## config.mk

```make
export PLATFORM = sky130hd
export DESIGN_NAME = c_string_escaper_unit
export DESIGN_NICKNAME = d
export VERILOG_FILES = /design/src/esc_pkg.sv /design/src/c_string_escaper_unit.sv
export SDC_FILE = /design/constraint.sdc
export NUM_CORES = 1
export LEC_CHECK = 0
export BUFFER_PORTS_ARGS = -buffer_cell sky130_fd_sc_hd__buf_2
export CAP_MARGIN = 20
export CORE_MARGIN = 4
export CORE_UTILIZATION = 60
export DETAILED_ROUTE_END_ITERATION = 7
export PLACE_DENSITY_LB_ADDON = 0.1
export SYNTH_ARGS = -nofsm -noshare
export SYNTH_HDL_FRONTEND = slang
export SYNTH_SLANG_ARGS = --single-unit
```

## constraint.sdc

```tcl
create_clock -name clk -period 4.7 [get_ports clk]
set_input_delay 0.705 -clock clk [delete_from_list [all_inputs] [get_ports clk]]
set_output_delay 0.705 -clock clk [all_outputs]
set_load 0.01 [all_outputs]
```

## src/esc_pkg.sv

```systemverilog
// Shared types and constants for the C string escaper.
`default_nettype none

package esc_pkg;

  // Most characters one item can expand to (closing quote plus _Init).
  localparam int MaxOut = 6;
  localparam int LenW   = $clog2(MaxOut + 1);
  localparam int PosW   = $clog2(MaxOut);

  typedef logic [7:0]                  char_t;
  typedef logic [MaxOut-1:0][7:0]      run_chars_t;
  typedef logic [LenW-1:0]             run_len_t;
  typedef logic [PosW-1:0]             run_pos_t;

  typedef enum logic [1:0] {
    OP_START = 2'd0,
    OP_DATA  = 2'd1,
    OP_END   = 2'd2
  } op_t;

  typedef enum logic [1:0] {
    CFG_QUOTE_ENABLE  = 2'd0,
    CFG_NEWLINE_PASS  = 2'd1,
    CFG_APPEND_SUFFIX = 2'd2
  } cfg_idx_t;

  localparam char_t ChQuote     = 8'h22;
  localparam char_t ChBackslash = 8'h5C;
  localparam char_t ChTab       = 8'h09;
  localparam char_t ChCr        = 8'h0D;
  localparam char_t ChLf        = 8'h0A;
  localparam char_t ChSpace     = 8'h20;
  localparam char_t ChTilde     = 8'h7E;
  localparam char_t ChLowerT    = 8'h74;
  localparam char_t ChLowerR    = 8'h72;
  localparam char_t ChLowerN    = 8'h6E;
  localparam char_t ChLowerX    = 8'h78;
  localparam char_t ChUnder     = 8'h5F;
  localparam char_t ChUpperI    = 8'h49;
  localparam char_t ChLowerI    = 8'h69;

  // Uppercase hex digit for one nibble.
  function automatic char_t hex_digit(input logic [3:0] nib);
    char_t ch;
    if (nib < 4'd10) begin
      ch = 8'h30 + {4'd0, nib};
    end else begin
      ch = 8'h37 + {4'd0, nib};
    end
    return ch;
  endfunction

endpackage

`default_nettype wire

```

## src/c_string_escaper_unit.sv

```systemverilog
// Top level of the C string escaper: input register, expansion, run buffer, output register.
`default_nettype none

// Turns start, data and end items into the characters of a C string literal,
// one character per output beat. Each accepted item is registered, expanded
// combinationally into a run of up to six characters, and the run is played
// out from a buffer through the output register at one character per cycle
// while char_stall is low. A plain byte yields 1 character, a short escape 2,
// a hex escape 4, and an end item with quote and suffix 6. The output port
// is the limit; the next item is taken while the current run is still going
// out. Items that yield nothing are dropped at the run buffer. Each character
// passes the input register, the run buffer and the output register in turn.
// The configuration port is always ready; write it only while the block is idle.
module c_string_escaper_unit (
  input  wire logic                clk,
  input  wire logic                rst,
  input  wire logic                item_valid,
  output      logic                item_stall,
  input  wire logic [1:0]          op,
  input  wire logic [7:0]          data_byte,
  output      logic                char_valid,
  input  wire logic                char_stall,
  output      esc_pkg::char_t      out_char,
  output      logic                last_of_run,
  input  wire logic                cfg_valid,
  output      logic                cfg_ready,
  input  wire logic [1:0]          cfg_index,
  input  wire logic [7:0]          cfg_data
);
  import esc_pkg::*;

  logic       quote_enable;
  logic       newline_pass;
  logic       append_init_suffix;

  logic       ir_valid;
  logic [1:0] ir_op;
  char_t      ir_byte;

  logic       rb_valid;
  run_chars_t rb_chars;
  run_len_t   rb_len;
  run_pos_t   rb_pos;

  run_chars_t exp_chars;
  run_len_t   exp_len;

  logic out_free;
  logic rb_last;
  logic rb_free;
  logic ir_free;
  logic plain;
  logic nl_ok;

  assign cfg_ready  = 1'b1;
  assign out_free   = !char_valid || !char_stall;
  assign rb_last    = (rb_pos == PosW'(rb_len - LenW'(1)));
  assign rb_free    = !rb_valid || (out_free && rb_last);
  assign ir_free    = !ir_valid || rb_free;
  assign item_stall = !ir_free;

  assign plain = (ir_byte >= ChSpace) && (ir_byte <= ChTilde) &&
                 (ir_byte != ChBackslash) && (ir_byte != ChQuote);
  assign nl_ok = (ir_byte == ChLf) && newline_pass;

  // Expand the registered item into its run of characters.
  always_comb begin
    exp_chars = '0;
    exp_len   = '0;
    case (ir_op)
      OP_START: begin
        if (quote_enable) begin
          exp_chars[0] = ChQuote;
          exp_len      = LenW'(1);
        end
      end
      OP_DATA: begin
        if (!quote_enable || plain || nl_ok) begin
          exp_chars[0] = ir_byte;
          exp_len      = LenW'(1);
        end else begin
          exp_chars[0] = ChBackslash;
          exp_len      = LenW'(2);
          case (ir_byte)
            ChQuote:     exp_chars[1] = ChQuote;
            ChBackslash: exp_chars[1] = ChBackslash;
            ChTab:       exp_chars[1] = ChLowerT;
            ChCr:        exp_chars[1] = ChLowerR;
            ChLf:        exp_chars[1] = ChLowerN;
            default: begin
              exp_chars[1] = ChLowerX;
              exp_chars[2] = hex_digit(ir_byte[7:4]);
              exp_chars[3] = hex_digit(ir_byte[3:0]);
              exp_len      = LenW'(4);
            end
          endcase
        end
      end
      OP_END: begin
        if (quote_enable && append_init_suffix) begin
          exp_chars[0] = ChQuote;
          exp_chars[1] = ChUnder;
          exp_chars[2] = ChUpperI;
          exp_chars[3] = ChLowerN;
          exp_chars[4] = ChLowerI;
          exp_chars[5] = ChLowerT;
          exp_len      = LenW'(6);
        end else if (quote_enable) begin
          exp_chars[0] = ChQuote;
          exp_len      = LenW'(1);
        end else if (append_init_suffix) begin
          exp_chars[0] = ChUnder;
          exp_chars[1] = ChUpperI;
          exp_chars[2] = ChLowerN;
          exp_chars[3] = ChLowerI;
          exp_chars[4] = ChLowerT;
          exp_len      = LenW'(5);
        end
      end
      default: begin
        exp_len = '0;
      end
    endcase
  end

  // Control state.
  always_ff @(posedge clk) begin
    if (rst) begin
      quote_enable       <= 1'b1;
      newline_pass       <= 1'b0;
      append_init_suffix <= 1'b0;
      ir_valid           <= 1'b0;
      rb_valid           <= 1'b0;
      rb_pos             <= '0;
      char_valid         <= 1'b0;
    end else begin
      if (cfg_valid && cfg_ready) begin
        case (cfg_index)
          CFG_QUOTE_ENABLE:  quote_enable       <= cfg_data[0];
          CFG_NEWLINE_PASS:  newline_pass       <= cfg_data[0];
          CFG_APPEND_SUFFIX: append_init_suffix <= cfg_data[0];
          default:           ;
        endcase
      end
      if (ir_free) begin
        ir_valid <= item_valid;
      end
      if (rb_free) begin
        // An item with an empty run is dropped here.
        rb_valid <= ir_valid && (exp_len != '0);
        rb_pos   <= '0;
      end else if (out_free) begin
        rb_pos <= rb_pos + PosW'(1);
      end
      if (out_free) begin
        char_valid <= rb_valid;
      end
    end
  end

  // Payload registers.
  always_ff @(posedge clk) begin
    if (ir_free) begin
      ir_op   <= op;
      ir_byte <= data_byte;
    end
    if (rb_free) begin
      rb_chars <= exp_chars;
      rb_len   <= exp_len;
    end
    if (out_free && rb_valid) begin
      out_char    <= rb_chars[rb_pos];
      last_of_run <= rb_last;
    end
  end

endmodule

`default_nettype wire

```

== Word level (Yosys, flattened, before mapping) ==
Cells that the tools add are included.
Word-level totals
  flip-flop bits (word level): 79
  bits in latches: 0
  bits in writable memories: 0
  memory bits (read-only): 0
  input bits: 25
  output and inout bits: 12
  word-level logic and storage cells: 94
  memories: 0
Cells by class
  add/sub/neg operators: 6
  $mul: 0
  div/mod/pow operators: 0
  magnitude comparators: 5
  eq/ne operators: 12
  shift-type cells: 0
  muxes and demuxes: 23
  bitwise operators: 1
  reductions and logical operators: 28
Operators with widths (count)
  $mux W39: 2
  $pmux W24 S2: 1
  $pmux W7 S5: 1
  $mux W31: 1
  $add A6 B4 Y7 const A: 4
  $bmux W8 S3: 1
  $eq A8 B4 Y1 const B: 3
  $mux W8: 3
  $pmux W8 S3: 1
  $mux W23: 1
  $mux W7: 3
  $mux W15: 1
  $mux W3: 5
  $pmux W3 S3: 1
  $eq A8 B6 Y1 const B: 1
  $eq A8 B7 Y1 const B: 1
  $ge A8 B6 Y1 const B: 1
  $le A8 B7 Y1 const B: 1
  $logic_and A1 B1 Y1: 8
  $lt A4 B4 Y1 const B: 2
  $ne A8 B6 Y1 const B: 1
  $ne A8 B7 Y1 const B: 1
  $logic_not A1 Y1: 6
  $mux W6: 1
  15 further kinds: 24

== Logic depth before layout (Yosys ltp) ==
  depth in word-level cells: 10
  gate-level depth with buffers: 9

== Worst setup path after synthesis ==
OpenSTA, ideal clock, no wires.
  path type: register to register
  start point: register rb_len[0]
  end point: register rb_pos[0]
  data arrival time: 2.932 ns
  required time: 4.584 ns
  path slack: 1.652 ns
  stages on the path, launching flop included: 8
  buffers on the path: 0
  cell sequence: edfxtp_1 > inv_1 > ha_1 > xnor3_1 > nand3_1 > o21ai_1 > or2_1 > nor2_1
On the way
  longest elaborated chain between the ends: 5
RTL lines
  from (decl): line c_string_escaper_unit.sv:42  | run_len_t rb_len;
  from (signal assigned): line c_string_escaper_unit.sv:169  | rb_len <= exp_len;
  $sub A3 B1 Y3: line c_string_escaper_unit.sv:57  | assign rb_last = (rb_pos == PosW'(rb_len - LenW'(1)));
  $eq A3 B3 Y1: line c_string_escaper_unit.sv:57
  $logic_and A1 B1 Y1: line c_string_escaper_unit.sv:58  | assign rb_free = !rb_valid || (out_free && rb_last);
  $logic_or A1 B1 Y1: line c_string_escaper_unit.sv:58
  net rb_free: line c_string_escaper_unit.sv:50  | logic rb_free;
  $reduce_or A2 Y1 (no line)
  to (signal assigned): line c_string_escaper_unit.sv:153  | rb_pos <= rb_pos + PosW'(1);
  to (decl): line c_string_escaper_unit.sv:43  | run_pos_t rb_pos;
The timed path passes the listed nets, and every way through them passes these cells.
A chain may end at the register's enable or synchronous reset.

== Worst setup path after layout ==
  start point: register rb_pos[0]
  end point: output item_stall
On the way
  longest elaborated chain between the ends: 5
RTL lines
  $eq A3 B3 Y1: line c_string_escaper_unit.sv:57
  $logic_and A1 B1 Y1: line c_string_escaper_unit.sv:58
  $logic_or A1 B1 Y1: line c_string_escaper_unit.sv:58
  $logic_or A1 B1 Y1: line c_string_escaper_unit.sv:59  | assign ir_free = !ir_valid || rb_free;
  $logic_not A1 Y1: line c_string_escaper_unit.sv:60  | assign item_stall = !ir_free;
  to (decl): line c_string_escaper_unit.sv:18  | output logic item_stall,
Every way passes these cells.

==> metrics.md <==
| Metric | Value |
|---|---|
| Mapped Area | `0.00327 mm^2` |
| Final min period | `2.86 ns` |
| Clk slew on worst S/H paths | `0.07 ns` |
| Final Core Density | `69.5%` |
| Max-slew violations | `0` |
| DRT antenna net count | `0` |
| Clock skew | `0.00627 ns` |
| CTS tree | `built` |
| Remaining routing DRC violations | `0` |
| Outcome | `finished, final reports clean` |
| CP endpoint kind | `primary output` |
| Leak pwr | `1.54 nW` |
| Fillers | `394` |
| Synth cell types | `52` |
| CP peak stage delay | `0.83 ns` |
| Hold Crit Class | `reg -> reg` |
| Starting Density | `62.8%` |
| DR iter-0 viols | `121` |
| Largest net degree at the start of global routing | `33` |
| Max clock buf depth | `2` |
| Placed instance area | `0.00343 mm^2` |
| Warnings from Yosys | `0` |
| RSZ-0062 raised after global routing | `false` |
| Post-Syn Instances | `274` |
| CP max FO | `15` |
| Peak supply drop | `0.000155 V` |
| Critical Path AT | `2.16 ns` |
| CTS H-Tree Depth | `3` |
| # nets final | `343` |
| Top achievable clock speed | `349 MHz` |
| Boundary pin count | `37` |
| TritonCTS Buffers | `9` |
| Die Ht | `81.8 um` |
| Slew margin rel. | `47.9%` |
| Min Hold Slack | `0.520 ns` |
| Fraction of layout cells with a size suffix above 1 | `19.3%` |
| Area growth syn-to-layout | `10.7%` |
| Hold bufs inserted after CTS | `0` |
| Post-synthesis sequential area ratio | `55.1%` |
| GPL Wtd Cong | `0.904` |
| Fin area | `0.00362 mm^2` |
| Crit start category | `register` |
| Synthesized area per cell | `11.9 um^2` |
| Buffers on Ports | `28` |
| Latest clock arrival within the worst-skew pair | `0.34 ns` |
| Total GRT Usage | `20.3%` |
| Die Wd | `81.8 um` |
| Crit-path cells | `xor2_1 > nand3_1 > o211ai_1 > buf_4 > inv_1 > buf_2` |
| Slowest stage cell on the critical path | `dfxtp_1` |
| Dpl hpwl | `4.42 mm` |
| Vias | `2,160` |
| WS Path Type | `reg -> out` |
| Die area | `0.00669 mm^2` |
| Max_cap viols | `0` |
| Clock root cell | `clkbuf_8` |
| Vias in the first global route | `2,093` |
| Area of the multi-input gates | `0.00130 mm^2` |
| Final wirelength | `5.91 mm` |
| Syn nets | `316` |
| Initial antenna violation count | `0` |
| PD cells | `349 mW/mm^2` |
| Via/cell ratio | `5.74` |
| Core area | `0.00520 mm^2` |
| Clk sinks | `63` |
| Rows | `26` |
| Reg area | `0.00180 mm^2` |
| Congestion Overflow GR | `0` |
| First-pass GRT wire length | `9.91 mm` |
| Most used DFF post-synth | `edfxtp_1` |
| Number of synthesized flops with an enable pin | `54` |
| Pwr Total | `1.26 mW` |
| FFs w/ async S/R, synth | `0%` |
| Yosys reg bits | `63` |
| Setup Fix Bufs, Post-CTS | `0` |
| Diode count | `0` |
| Post_cts resized | `0` |
| Worst-Margin Slew | `0.780 ns` |
| Setup TNS Final | `0 ns` |
| Critical Path RT | `3.99 ns` |
| DR WL/cell | `15.7 um` |
| Final setup viols | `0` |
| Tcrit/Tclk final | `60.9%` |
| Hold violation total from the final report | `0` |
| DR pass1 iterations | `4` |
[synth_stat cells, types with 5 or more instances]
master	count	area (um^2)
dfxtp_1	9	180
nor2b_1	7	43.8
nor2_1	15	56.3
o21ai_0	16	80.1
buf_2	5	25.0
ha_1	17	213
edfxtp_1	54	1620
nand2_1	18	67.6
o21ai_1	17	85.1
inv_1	24	90.1
mux4_2	7	158
a21oi_1	14	70.1
[per-stage QoR]
| stage | setup slack (ns) | std cells |
|---|---|---|
| after detailed placement | 2.16 | 360 |
| after CTS | 1.78 | 376 |
| after global placement | 2.19 | 360 |
| after floorplan | 1.65 | 274 |
| after global routing | 1.57 | 376 |
| final | 1.84 | 376 |
[path summary, 6_finish.rpt]
path / startpoint / end / slack (ns) / cells past startpoint
hold reg to reg: ir_valid / rb_valid / 0.52 / 2
hold / removal: ir_valid / rb_valid / 0.52 / 2
setup reg to reg: ir_byte[5] / rb_chars[30] / 2.26 / 7
setup / recovery: rb_pos[0] / item_stall / 1.84 / 6
[state kept, by name, summed over array words and instances, names as in the netlist]
signal and flops:
rb_len 3, char_valid 1, newline_pass 1, last_of_run 1, rb_chars 32, quote_enable 1
rb_pos 3, ir_byte 8, ir_valid 1, out_char 8, rb_valid 1, ir_op 2
append_init_suffix 1
[where the power goes]
group / switching, mW / internal, mW / leakage (nW)
clock network: 0.201 / 0.233 / 0.0997
logic: 0.0767 / 0.0645 / 0.768
registers: 0.0266 / 0.663 / 0.673
[cell usage in the layout, fill, tap and decap left out, types with 4 or more instances in the layout]
cell,Yosys,final
edfxtp_1,54,54
buf_2,5,28
inv_1,24,24
nand2_1,18,18
ha_1,17,17
o21ai_1,17,16
o21ai_0,16,16
nor2_1,15,15
a21oi_1,14,14
clkbuf_8,0,12
dfxtp_1,9,9
nor2b_1,7,7
mux4_2,7,7
and2_1,4,4
nand3_1,4,4
and3_1,4,4
o31a_1,4,4
[routing by layer]
metal  GRT usage, %  vias up  share of wire [%]
li1               -     1058                  -
met1           25.1     1024                 45
met2           33.5       64                 48
met3           3.73       14                4.4
met4           11.5        0                2.9
met5              0        -                  0
[area by class of cell]
cell class                      instances  share of cell area, %
Clock buffer                           13                   4.67
Clock inverter                          3                  0.450
Inverter                               24                   2.49
Multi-Input combinational cell        173                   35.9
Sequential cell                        63                   49.8
Tap cell                               70                   2.42
Timing Repair Buffer                   30                   4.29
[cells by family after synthesis]
group / count (synthesis) / share of synthesized area [%]
buffers and inverters: 38 / 5.24
multiplexers: 8 / 5.13
XOR/XNOR: 7 / 2.30
adder cells (fa/ha/maj): 17 / 6.51
AND/OR/NAND/NOR: 72 / 12.1
flip-flops: 63 / 55.1
other: 1 / 0.115
AO/OA/AOI/OAI: 68 / 13.4
[worst max-delay path, delay by kind of cell (launching register included)]
| family | cells | cell delay [ns] |
|---|---|---|
| AO/OA/AOI/OAI | 1 | 0.21 |
| XOR/XNOR | 1 | 0.20 |
| flip-flops | 1 | 0.83 |
| buffers and inverters | 3 | 0.41 |
| AND/OR/NAND/NOR | 1 | 0.17 |
(Power assumes the default switching activity.)
